$ cat config.mk
export PLATFORM = sky130hd
export DESIGN_NAME = relative_change_convergence_top
export DESIGN_NICKNAME = d
export VERILOG_FILES = /design/src/rcc_pkg.sv /design/src/relative_change_convergence_top.sv /design/src/rcc_front.sv /design/src/rcc_queue.sv /design/src/rcc_back.sv
export SDC_FILE = /design/constraint.sdc
export NUM_CORES = 2
export LEC_CHECK = 0
export ABC_AREA = 1
export BUFFER_PORTS_ARGS = -buffer_cell sky130_fd_sc_hd__buf_2
export CELL_PAD_IN_SITES_DETAIL_PLACEMENT = 0
export CELL_PAD_IN_SITES_GLOBAL_PLACEMENT = 2
export CORE_MARGIN = 3
export CORE_UTILIZATION = 41
export DETAILED_ROUTE_END_ITERATION = 6
export PLACE_DENSITY = 0.88
export SLEW_MARGIN = 30
export SYNTH_ARGS = -nofsm -noshare
export SYNTH_HDL_FRONTEND = slang
export SYNTH_SLANG_ARGS = --single-unit
$ cat constraint.sdc
create_clock -name clk -period 10.1 [get_ports clk]
set_clock_uncertainty 0.15 [all_clocks]
set_input_delay 1.01 -clock clk [delete_from_list [all_inputs] [get_ports clk]]
set_output_delay 1.01 -clock clk [all_outputs]
set_load 0.05 [all_outputs]
$ cat src/rcc_pkg.sv
`default_nettype none
package rcc_pkg;

    // Widths of the accumulated sums and of the result
    localparam int SUM_BITS   = 64;
    localparam int LEVEL_BITS = 32;
    localparam int WORD_BITS  = 32;
    localparam int OUT_FRAC   = 16;

    // Numerator of the divide is diff_sum scaled by 2^(2*OUT_FRAC)
    localparam int NUM_BITS   = SUM_BITS + 2 * OUT_FRAC;
    localparam int DIV_STEPS  = NUM_BITS;
    localparam int SQRT_STEPS = SUM_BITS / 2;
    localparam int CNT_BITS   = $clog2(DIV_STEPS);

    // Queue between the accumulator and the divide/sqrt unit
    localparam int QUEUE_DEPTH = 2;
    localparam int PTR_BITS    = $clog2(QUEUE_DEPTH);
    localparam int SLOT_BITS   = $clog2(QUEUE_DEPTH + 1);

    // Configuration register indexes
    localparam logic [1:0] CFG_CONV_ENABLE   = 2'd0;
    localparam logic [1:0] CFG_STEP_FLOOR    = 2'd1;
    localparam logic [1:0] CFG_REL_TOLERANCE = 2'd2;

    // Result classes
    localparam logic [1:0] CLASS_NORMAL    = 2'd0;
    localparam logic [1:0] CLASS_ZERO_DIFF = 2'd1;
    localparam logic [1:0] CLASS_INFINITE  = 2'd2;

    localparam logic [WORD_BITS-1:0] REL_MAX = {WORD_BITS{1'b1}};

    // One finished state: the two sums and the step number
    typedef struct packed {
        logic [SUM_BITS-1:0]   diff_sum;
        logic [SUM_BITS-1:0]   ref_sum;
        logic [LEVEL_BITS-1:0] level;
    } sums_t;

    // Configuration seen by the back end
    typedef struct packed {
        logic                  conv_enable;
        logic [LEVEL_BITS-1:0] step_floor;
        logic [WORD_BITS-1:0]  rel_tolerance;
    } cfg_t;

endpackage
`default_nettype wire

$ cat src/relative_change_convergence_top.sv
`default_nettype none
// Relative L2 change of a streamed state against the previous one. Each input beat
// carries one (current, previous) velocity pair; the block accumulates the squared
// difference and the squared previous value in saturating 64-bit sums and accepts one
// pair per cycle. The beat marked last closes the state: one result beat follows with
// rel_change = floor(2^16 * sqrt(diff_sum / ref_sum)) saturated, the class (normal,
// zero difference, infinite) and the converged flag. A closed state is worked by a
// shift-subtract unit: a load step, the restoring divide, the square root and a
// hand-off to the output register, which waits while the output is stalled;
// zero-difference and zero-reference states skip divide and root. Up to two closed
// states wait in the queue; when two are pending in_stall rises until the back end
// takes one. Configuration writes are taken at any cycle (cfg_ready is always high)
// and must happen while idle.
module relative_change_convergence_top #(
    parameter int VALUE_BITS = 24
) (
    input  wire logic                                  clk,
    input  wire logic                                  rst_n,
    input  wire logic                                  cfg_valid,
    output logic                                       cfg_ready,
    input  wire logic [1:0]                            cfg_index,
    input  wire logic [31:0]                           cfg_data,
    input  wire logic                                  in_valid,
    output logic                                       in_stall,
    input  wire logic signed [VALUE_BITS-1:0]          current_value,
    input  wire logic signed [VALUE_BITS-1:0]          previous_value,
    input  wire logic [31:0]                           step_level,
    input  wire logic                                  last,
    output logic                                       out_valid,
    input  wire logic                                  out_stall,
    output logic [31:0]                                rel_change,
    output logic [1:0]                                 change_class,
    output logic                                       converged
);

    rcc_pkg::cfg_t                     cfg_reg;
    logic [rcc_pkg::SLOT_BITS-1:0]     slots_reg;
    logic                              accept;
    logic                              push;
    logic                              pop;
    logic                              not_empty;
    rcc_pkg::sums_t                    push_data;
    rcc_pkg::sums_t                    pop_data;

    // Configuration registers
    assign cfg_ready = 1'b1;

    always_ff @(posedge clk or negedge rst_n)
    begin
        if (!rst_n)
        begin
            cfg_reg <= '0;
        end
        else if (cfg_valid && cfg_ready)
        begin
            unique case (cfg_index)
                rcc_pkg::CFG_CONV_ENABLE:   cfg_reg.conv_enable   <= cfg_data[0];
                rcc_pkg::CFG_STEP_FLOOR:    cfg_reg.step_floor    <= cfg_data;
                rcc_pkg::CFG_REL_TOLERANCE: cfg_reg.rel_tolerance <= cfg_data;
                default:                    cfg_reg               <= cfg_reg;
            endcase
        end
    end

    // Credits: closed states in flight or queued, never more than the queue holds
    assign in_stall = (slots_reg == rcc_pkg::SLOT_BITS'(rcc_pkg::QUEUE_DEPTH));
    assign accept   = in_valid && !in_stall;

    always_ff @(posedge clk or negedge rst_n)
    begin
        if (!rst_n)
            slots_reg <= '0;
        else
        begin
            case ({accept && last, pop})
                2'b10:   slots_reg <= slots_reg + 1'b1;
                2'b01:   slots_reg <= slots_reg - 1'b1;
                default: slots_reg <= slots_reg;
            endcase
        end
    end

    rcc_front #(
        .VALUE_BITS (VALUE_BITS)
    ) u_front (
        .clk            (clk),
        .rst_n          (rst_n),
        .accept         (accept),
        .current_value  (current_value),
        .previous_value (previous_value),
        .step_level     (step_level),
        .last           (last),
        .push           (push),
        .push_data      (push_data)
    );

    rcc_queue u_queue (
        .clk       (clk),
        .rst_n     (rst_n),
        .push      (push),
        .push_data (push_data),
        .pop       (pop),
        .not_empty (not_empty),
        .pop_data  (pop_data)
    );

    rcc_back u_back (
        .clk          (clk),
        .rst_n        (rst_n),
        .cfg          (cfg_reg),
        .not_empty    (not_empty),
        .pop_data     (pop_data),
        .pop          (pop),
        .out_valid    (out_valid),
        .out_stall    (out_stall),
        .rel_change   (rel_change),
        .change_class (change_class),
        .converged    (converged)
    );

endmodule
`default_nettype wire

$ cat src/rcc_front.sv
`default_nettype none
module rcc_front #(
    parameter int VALUE_BITS = 24
) (
    input  wire logic                                 clk,
    input  wire logic                                 rst_n,
    input  wire logic                                 accept,
    input  wire logic signed [VALUE_BITS-1:0]         current_value,
    input  wire logic signed [VALUE_BITS-1:0]         previous_value,
    input  wire logic [rcc_pkg::LEVEL_BITS-1:0]       step_level,
    input  wire logic                                 last,
    output logic                                      push,
    output rcc_pkg::sums_t                            push_data
);

    localparam int SQ_BITS = 2 * VALUE_BITS;

    logic signed [VALUE_BITS:0]          diff;
    logic [VALUE_BITS-1:0]               mag_d;
    logic [VALUE_BITS-1:0]               mag_p;

    logic                                s1_valid_reg;
    logic                                s1_last_reg;
    logic [rcc_pkg::LEVEL_BITS-1:0]      s1_level_reg;
    logic [VALUE_BITS-1:0]               s1_mag_d_reg;
    logic [VALUE_BITS-1:0]               s1_mag_p_reg;

    logic                                s2_valid_reg;
    logic                                s2_last_reg;
    logic [rcc_pkg::LEVEL_BITS-1:0]      s2_level_reg;
    logic [SQ_BITS-1:0]                  s2_sq_d_reg;
    logic [SQ_BITS-1:0]                  s2_sq_p_reg;

    logic [rcc_pkg::SUM_BITS-1:0]        diff_sum_reg;
    logic [rcc_pkg::SUM_BITS-1:0]        ref_sum_reg;
    logic [rcc_pkg::SUM_BITS-1:0]        diff_sum_next;
    logic [rcc_pkg::SUM_BITS-1:0]        ref_sum_next;
    logic [rcc_pkg::SUM_BITS:0]          diff_add;
    logic [rcc_pkg::SUM_BITS:0]          ref_add;

    // Stage 1: difference and magnitudes
    always_comb
    begin
        diff  = $signed({current_value[VALUE_BITS-1], current_value})
              - $signed({previous_value[VALUE_BITS-1], previous_value});
        mag_d = diff[VALUE_BITS] ? VALUE_BITS'(-diff) : diff[VALUE_BITS-1:0];
        mag_p = previous_value[VALUE_BITS-1] ? VALUE_BITS'(-previous_value)
                                             : previous_value;
    end

    always_ff @(posedge clk or negedge rst_n)
    begin
        if (!rst_n)
        begin
            s1_valid_reg <= 1'b0;
            s2_valid_reg <= 1'b0;
        end
        else
        begin
            s1_valid_reg <= accept;
            s2_valid_reg <= s1_valid_reg;
        end
    end

    always_ff @(posedge clk)
    begin
        if (accept)
        begin
            s1_last_reg  <= last;
            s1_level_reg <= step_level;
            s1_mag_d_reg <= mag_d;
            s1_mag_p_reg <= mag_p;
        end
    end

    // Stage 2: squares
    always_ff @(posedge clk)
    begin
        if (s1_valid_reg)
        begin
            s2_last_reg  <= s1_last_reg;
            s2_level_reg <= s1_level_reg;
            s2_sq_d_reg  <= SQ_BITS'(s1_mag_d_reg) * SQ_BITS'(s1_mag_d_reg);
            s2_sq_p_reg  <= SQ_BITS'(s1_mag_p_reg) * SQ_BITS'(s1_mag_p_reg);
        end
    end

    // Stage 3: saturating accumulate
    always_comb
    begin
        diff_add      = {1'b0, diff_sum_reg}
                      + (rcc_pkg::SUM_BITS + 1)'(s2_sq_d_reg);
        ref_add       = {1'b0, ref_sum_reg}
                      + (rcc_pkg::SUM_BITS + 1)'(s2_sq_p_reg);
        diff_sum_next = diff_add[rcc_pkg::SUM_BITS] ? {rcc_pkg::SUM_BITS{1'b1}}
                                                    : diff_add[rcc_pkg::SUM_BITS-1:0];
        ref_sum_next  = ref_add[rcc_pkg::SUM_BITS] ? {rcc_pkg::SUM_BITS{1'b1}}
                                                   : ref_add[rcc_pkg::SUM_BITS-1:0];
    end

    always_ff @(posedge clk or negedge rst_n)
    begin
        if (!rst_n)
        begin
            diff_sum_reg <= '0;
            ref_sum_reg  <= '0;
        end
        else if (s2_valid_reg)
        begin
            if (s2_last_reg)
            begin
                diff_sum_reg <= '0;
                ref_sum_reg  <= '0;
            end
            else
            begin
                diff_sum_reg <= diff_sum_next;
                ref_sum_reg  <= ref_sum_next;
            end
        end
    end

    // Finished state goes to the queue
    assign push               = s2_valid_reg & s2_last_reg;
    assign push_data.diff_sum = diff_sum_next;
    assign push_data.ref_sum  = ref_sum_next;
    assign push_data.level    = s2_level_reg;

endmodule
`default_nettype wire

$ cat src/rcc_queue.sv
`default_nettype none
module rcc_queue (
    input  wire logic            clk,
    input  wire logic            rst_n,
    input  wire logic            push,
    input  wire rcc_pkg::sums_t  push_data,
    input  wire logic            pop,
    output logic                 not_empty,
    output rcc_pkg::sums_t       pop_data
);

    rcc_pkg::sums_t                   entry_reg [rcc_pkg::QUEUE_DEPTH];
    logic [rcc_pkg::PTR_BITS-1:0]     wr_ptr_reg;
    logic [rcc_pkg::PTR_BITS-1:0]     rd_ptr_reg;
    logic [rcc_pkg::SLOT_BITS-1:0]    count_reg;

    // Pointers and fill count; the credit count upstream keeps pushes off a full queue
    always_ff @(posedge clk or negedge rst_n)
    begin
        if (!rst_n)
        begin
            wr_ptr_reg <= '0;
            rd_ptr_reg <= '0;
            count_reg  <= '0;
        end
        else
        begin
            if (push)
                wr_ptr_reg <= wr_ptr_reg + 1'b1;
            if (pop)
                rd_ptr_reg <= rd_ptr_reg + 1'b1;
            case ({push, pop})
                2'b10:   count_reg <= count_reg + 1'b1;
                2'b01:   count_reg <= count_reg - 1'b1;
                default: count_reg <= count_reg;
            endcase
        end
    end

    always_ff @(posedge clk)
    begin
        if (push)
            entry_reg[wr_ptr_reg] <= push_data;
    end

    assign not_empty = (count_reg != '0);
    assign pop_data  = entry_reg[rd_ptr_reg];

endmodule
`default_nettype wire

$ cat src/rcc_back.sv
`default_nettype none
module rcc_back (
    input  wire logic                               clk,
    input  wire logic                               rst_n,
    input  wire rcc_pkg::cfg_t                      cfg,
    input  wire logic                               not_empty,
    input  wire rcc_pkg::sums_t                     pop_data,
    output logic                                    pop,
    output logic                                    out_valid,
    input  wire logic                               out_stall,
    output logic [rcc_pkg::WORD_BITS-1:0]           rel_change,
    output logic [1:0]                              change_class,
    output logic                                    converged
);

    typedef enum logic [3:0] {
        ST_IDLE = 4'b0001,
        ST_DIV  = 4'b0010,
        ST_SQRT = 4'b0100,
        ST_FIN  = 4'b1000
    } state_t;

    localparam int SB  = rcc_pkg::SUM_BITS;
    localparam int WB  = rcc_pkg::WORD_BITS;
    localparam int REM = WB + 2;

    state_t                           state_reg;
    state_t                           state_next;
    logic [rcc_pkg::CNT_BITS-1:0]     cnt_reg;
    logic [rcc_pkg::NUM_BITS-1:0]     num_reg;
    logic [SB-1:0]                    divisor_reg;
    logic [SB-1:0]                    drem_reg;
    logic [SB-1:0]                    quo_reg;
    logic                             ovf_reg;
    logic [REM-1:0]                   srem_reg;
    logic [WB-1:0]                    root_reg;
    logic [WB-1:0]                    rel_reg;
    logic [1:0]                       cls_reg;
    logic [rcc_pkg::LEVEL_BITS-1:0]   level_reg;

    logic                             out_valid_reg;
    logic [WB-1:0]                    rel_out_reg;
    logic [1:0]                       cls_out_reg;
    logic                             conv_out_reg;

    logic [SB:0]                      div_trial;
    logic                             div_ge;
    logic [SB-1:0]                    drem_next;
    logic [SB-1:0]                    quo_next;
    logic                             ovf_next;
    logic [REM+1:0]                   sq_trial;
    logic [REM+1:0]                   sq_sub;
    logic                             sq_ge;
    logic [WB-1:0]                    root_next;
    logic                             out_free;
    logic                             conv_calc;

    // One restoring divide step per cycle
    always_comb
    begin
        div_trial = {drem_reg, num_reg[rcc_pkg::NUM_BITS-1]};
        div_ge    = (div_trial >= {1'b0, divisor_reg});
        drem_next = div_ge ? SB'(div_trial - {1'b0, divisor_reg}) : div_trial[SB-1:0];
        quo_next  = {quo_reg[SB-2:0], div_ge};
        ovf_next  = ovf_reg | quo_reg[SB-1];
    end

    // One square root digit per cycle, radicand taken two bits at a time from quo_reg
    always_comb
    begin
        sq_trial  = {srem_reg, quo_reg[SB-1:SB-2]};
        sq_sub    = {2'b00, root_reg, 2'b01};
        sq_ge     = (sq_trial >= sq_sub);
        root_next = {root_reg[WB-2:0], sq_ge};
    end

    assign out_free  = !out_valid_reg || !out_stall;
    assign pop       = (state_reg == ST_IDLE) && not_empty;
    assign conv_calc = cfg.conv_enable && (level_reg >= cfg.step_floor)
                       && (cls_reg != rcc_pkg::CLASS_INFINITE)
                       && (rel_reg < cfg.rel_tolerance);

    // Sequencer
    always_comb
    begin
        state_next = state_reg;
        unique case (state_reg)
            ST_IDLE:
            begin
                if (not_empty)
                begin
                    if (pop_data.diff_sum == '0 || pop_data.ref_sum == '0)
                        state_next = ST_FIN;
                    else
                        state_next = ST_DIV;
                end
            end
            ST_DIV:
            begin
                if (cnt_reg == rcc_pkg::CNT_BITS'(rcc_pkg::DIV_STEPS - 1))
                    state_next = ST_SQRT;
            end
            ST_SQRT:
            begin
                if (cnt_reg == rcc_pkg::CNT_BITS'(rcc_pkg::SQRT_STEPS - 1))
                    state_next = ST_FIN;
            end
            ST_FIN:
            begin
                if (out_free)
                    state_next = ST_IDLE;
            end
            default: state_next = ST_IDLE;
        endcase
    end

    always_ff @(posedge clk or negedge rst_n)
    begin
        if (!rst_n)
            state_reg <= ST_IDLE;
        else
            state_reg <= state_next;
    end

    // Datapath registers
    always_ff @(posedge clk)
    begin
        unique case (state_reg)
            ST_IDLE:
            begin
                level_reg   <= pop_data.level;
                divisor_reg <= pop_data.ref_sum;
                num_reg     <= {pop_data.diff_sum, {(2 * rcc_pkg::OUT_FRAC){1'b0}}};
                drem_reg    <= '0;
                quo_reg     <= '0;
                ovf_reg     <= 1'b0;
                cnt_reg     <= '0;
                if (pop_data.diff_sum == '0)
                begin
                    rel_reg <= '0;
                    cls_reg <= rcc_pkg::CLASS_ZERO_DIFF;
                end
                else if (pop_data.ref_sum == '0)
                begin
                    rel_reg <= rcc_pkg::REL_MAX;
                    cls_reg <= rcc_pkg::CLASS_INFINITE;
                end
                else
                begin
                    cls_reg <= rcc_pkg::CLASS_NORMAL;
                end
            end
            ST_DIV:
            begin
                drem_reg <= drem_next;
                quo_reg  <= quo_next;
                ovf_reg  <= ovf_next;
                num_reg  <= {num_reg[rcc_pkg::NUM_BITS-2:0], 1'b0};
                srem_reg <= '0;
                root_reg <= '0;
                if (cnt_reg == rcc_pkg::CNT_BITS'(rcc_pkg::DIV_STEPS - 1))
                    cnt_reg <= '0;
                else
                    cnt_reg <= cnt_reg + 1'b1;
            end
            ST_SQRT:
            begin
                srem_reg <= sq_ge ? REM'(sq_trial - sq_sub) : sq_trial[REM-1:0];
                root_reg <= root_next;
                quo_reg  <= {quo_reg[SB-3:0], 2'b00};
                cnt_reg  <= cnt_reg + 1'b1;
                if (cnt_reg == rcc_pkg::CNT_BITS'(rcc_pkg::SQRT_STEPS - 1))
                    rel_reg <= ovf_reg ? rcc_pkg::REL_MAX : root_next;
            end
            ST_FIN:
            begin
                cnt_reg <= '0;
            end
            default:
            begin
                cnt_reg <= '0;
            end
        endcase
    end

    // Output register
    always_ff @(posedge clk or negedge rst_n)
    begin
        if (!rst_n)
            out_valid_reg <= 1'b0;
        else if (state_reg == ST_FIN && out_free)
            out_valid_reg <= 1'b1;
        else if (!out_stall)
            out_valid_reg <= 1'b0;
    end

    always_ff @(posedge clk)
    begin
        if (state_reg == ST_FIN && out_free)
        begin
            rel_out_reg  <= rel_reg;
            cls_out_reg  <= cls_reg;
            conv_out_reg <= conv_calc;
        end
    end

    assign out_valid    = out_valid_reg;
    assign rel_change   = rel_out_reg;
    assign change_class = cls_out_reg;
    assign converged    = conv_out_reg;

endmodule
`default_nettype wire

==> parameters.txt <==
Parameter                              Value

Synth
  Number of distinct library cells after synthesis    58
  Avg Cell Area, Syn    about 8.5 um2
  Post-Synthesis Cell Area    between 90000 and 100000 um2
  Fraction of registers with async set/reset    17.7%
  Post-synth net total    about 13000
  Post-synth top flop    sky130_fd_sc_hd__edfxtp_1
  Number of enable flip-flop cells after synthesis    ~950
  Flops & latches, synth    ~1200
  Count of synthesis-stage warnings from yosys    0
  Share of synthesized area occupied by flip-flops and latches    a little over a third
  Gate count after technology mapping    between 10000 and 15000

Setup path
  Worst setup path start    u_front.s1_mag_d_reg[16]
  Path depth of the worst reg2reg path    24
  Arrival time reported for the critical path endpoint    around 7700 ps
  Critical setup path kind    register to register
  Max FO, Critical Path    13
  Startpoint class of the critical path    register
  Worst Setup EP    u_front.s2_sq_d_reg[35]
  Capturing element type of the critical path    register
  Data required time of the critical path    10510 ps
  RR Endpoint    u_front.s2_sq_d_reg[35]
  Setup slack on the worst flop-to-flop path    between 2000 and 3000 ps
  Startpoint of the lowest-slack register-to-register path    u_front.s1_mag_d_reg[16]

Global route
  Initial antenna violation count    5
  Wire length of the first global-routing pass    between 400000 and 500000 um
  Total GRT Usage    22.6%
  Maximum number of pins on one net before global-route repair    a little over 100
  Via count of the first global-routing pass    76100
  Overall overflow remaining after global route    0

Clocking
  Clock latency of the later-clocked register in the worst-skew pair    approximately 800 ps
  CTS Buffer Depth    3
  TritonCTS clock tree    done
  Root buffer selected by CTS    sky130_fd_sc_hd__clkbuf_16
  Cts bufs inserted    136
  CTS clock-pin slew for the worst setup and hold paths    60 ps
  Number of sinks handled by clock tree synthesis    roughly 1200
  # H-tree levels    4
  CTS-repair resized insts    0
  Total setup buffers inserted after CTS    0

Floorplan
  Floorplan die area    between 200000 and 250000 um2
  # IOs    158
  Core Footprint    235000 um2
  Chip width    493 um
  Die extent in y    approximately 490 um
  Starting utilization of the core area    between 40 and 50%
  Std cell rows    roughly 180

Finish
  Number of nets in the layout    13200
  Max reg flops    320
  Fraction of layout cells with a size suffix above 1    4.96%
  Area of the multi-input gates    approximately 53000 um2
  # fillers    between 20000 and 25000
  Storage cell area    approximately 34000 um2
  Growth of design area from synthesis to finish    9.39%

Detailed routing
  Detailed Route Iter0 Violations    between 4000 and 5000
  Total iterations of the first detailed-routing run    6
  Total number of vias    73700
  Final antenna-violating net count    0
  Total length of routed wires    around 270000 um
  DR WL/cell    around 18 um
  Post-route DRC    0
  Avg Vias per Cell    a little under 5

Timing
  Actual slew at the worst max-slew pin    around 1000 ps
  Count of final hold-check violations    0
  Unrepaired setup endpoints after global routing    no
  Slew Limit Headroom    31.1%
  Final setup fails    0
  Final count of pins violating max slew    0
  Ratio of final minimum period to clock period    72.5%
  Highest clock rate    approximately 140 MHz
  Final total negative setup slack    0 ps
  Post-layout minimum cycle time    between 7000 and 8000 ps

Flow run
  Reported max-cap violation count    0

Place
  Placed wire-length estimate    219000 um
  Final Wtd Congestion    0.950
  IO buf count    ~160

Min path
  Min-delay worst type    register to register

Run status
  Result of the run    complete, no violations
[what timing repair did]
item | in CTS | in global routing
hold buffers | 1 | 0
hold endpoints to repair | 46 | 0
endpoints found under the setup margin | 0 | 0
[cells by family (layout without fill, tap and decap cells)]
group	after synthesis	after routing	share of synthesized area [%]
DFF	1165	1165	34.9
and+or+nand+nor	4396	4396	18.3
AOI/OAI and AO/OA	1267	1267	6.93
muxes	63	63	0.717
other	1	5	0.00386
adders and majority gates	1484	1484	25.7
xor gates and xnor gates	268	268	2.43
buffers and inverters	2820	3060	11.1
[worst min path at each step]
stage,from,end,slack (ps),cells after the start
2_1_floorplan,u_front.s1_last_reg,u_front.s2_last_reg,250,0
3_3_place_gp,u_front.s1_level_reg[8],u_front.s2_level_reg[8],250,0
3_5_place_dp,u_front.s1_level_reg[13],u_front.s2_level_reg[13],250,0
4_1_cts,step_level[23],u_front.s1_level_reg[23],180,1
5_1_grt,step_level[23],u_front.s1_level_reg[23],210,1
6_report,u_front.s1_level_reg[14],u_front.s2_level_reg[14],240,0
[layout make-up]
| class | count | area share, % |
|---|---|---|
| Clock buffer | 173 | 3.49 |
| Clock inverter | 78 | 0.856 |
| Inverter | 2566 | 9.07 |
| Tap cell | 3150 | 3.71 |
| Antenna cell | 4 | 0.00942 |
| Sequential cell | 1165 | 31.9 |
| Timing Repair Buffer | 243 | 1.45 |
| Multi-Input combinational cell | 7479 | 49.5 |
[layer usage]
layer | wire, um | global-route usage (%)
met5 | 0 | 0
met4 | 5290 | 4.85
met3 | 12200 | 2.39
met2 | 125000 | 36.4
met1 | 132000 | 33.1
[worst max-delay path: stages (launching register included)]
cell and delay, ps:
sky130_fd_sc_hd__edfxtp_1 740, sky130_fd_sc_hd__nand2_1 230, sky130_fd_sc_hd__fa_1 550, sky130_fd_sc_hd__inv_1 50, sky130_fd_sc_hd__fa_1 520, sky130_fd_sc_hd__inv_1 60, sky130_fd_sc_hd__fa_1 530, sky130_fd_sc_hd__inv_1 50
sky130_fd_sc_hd__fa_1 490, sky130_fd_sc_hd__inv_1 50, sky130_fd_sc_hd__fa_1 530, sky130_fd_sc_hd__inv_1 50, sky130_fd_sc_hd__fa_1 470, sky130_fd_sc_hd__inv_1 50, sky130_fd_sc_hd__fa_1 470, sky130_fd_sc_hd__inv_1 40
sky130_fd_sc_hd__ha_1 370, sky130_fd_sc_hd__nand2_1 110, sky130_fd_sc_hd__nor2_1 140, sky130_fd_sc_hd__inv_1 110, sky130_fd_sc_hd__o21ai_0 290, sky130_fd_sc_hd__a31oi_1 120, sky130_fd_sc_hd__o21ai_0 470, sky130_fd_sc_hd__a21oi_1 170
sky130_fd_sc_hd__xnor2_1 290
[through the flow]
stage               area (um2)  util, %  instances  setup slack, ps  hold WS, ps
global placement        101000     43.1      14600             2310          255
detailed placement      102000     43.1      14600             2670          255
CTS                     106000     45.1      14800             2620          183
floorplan                97200        -      11500             2120          250
finish                  106000     45.2      14900             2770          239
global route            106000     45.1      14900             2300          212
[synth_stat cells, drive strengths merged (5+ instances only)]
cell type     n  area [um2]
nand2      2769       10400
inv        2566        9630
edfxtp      952       28600
nor2        943        3540
fa          848       17000
ha          636        7960
o21ai       576        2900
a21oi       499        2500
nand3       370        1870
dfrtp       205        5130
xor2        198        1750
clkbuf      173         651
nor3         97         500
buf          81         484
xnor2        70         613
nand4        67         425
o22ai        65         407
nand3b       60         450
nor4         57         357
mux2         53         597
a31oi        32         200
o21bai       27         203
or2          26         163
a21o         22         165
o21a         13        97.6
mux2i        10         100
a21boi        9        67.6
dfxtp         7         140
and3          6        37.5
a211oi        5        37.5
[cell usage in the layout (no fill, tap or decap), drive strengths merged, types with 5 or more instances in the layout]
| master | instances |
|---|---|
| o21a | 13 |
| o21bai | 27 |
| bufinv | 8 |
| mux2i | 10 |
| nor3 | 97 |
| fa | 848 |
| nor2 | 943 |
| or2 | 26 |
| inv | 2577 |
| a31oi | 32 |
| nand4 | 67 |
| xnor2 | 70 |
| mux2 | 53 |
| nand3b | 60 |
| a21o | 22 |
| buf | 242 |
| o22ai | 65 |
| nand3 | 370 |
| a211oi | 5 |
| xor2 | 198 |
| o21ai | 576 |
| a21boi | 9 |
| dfxtp | 7 |
| clkinv | 55 |
| ha | 636 |
| dfrtp | 205 |
| nor4 | 57 |
| nand2 | 2769 |
| and3 | 6 |
| edfxtp | 952 |
| clkbuf | 173 |
| a21oi | 499 |
Power is not shown: default switching activity piles up to over one toggle a cycle in this logic, so the estimate is an artifact.
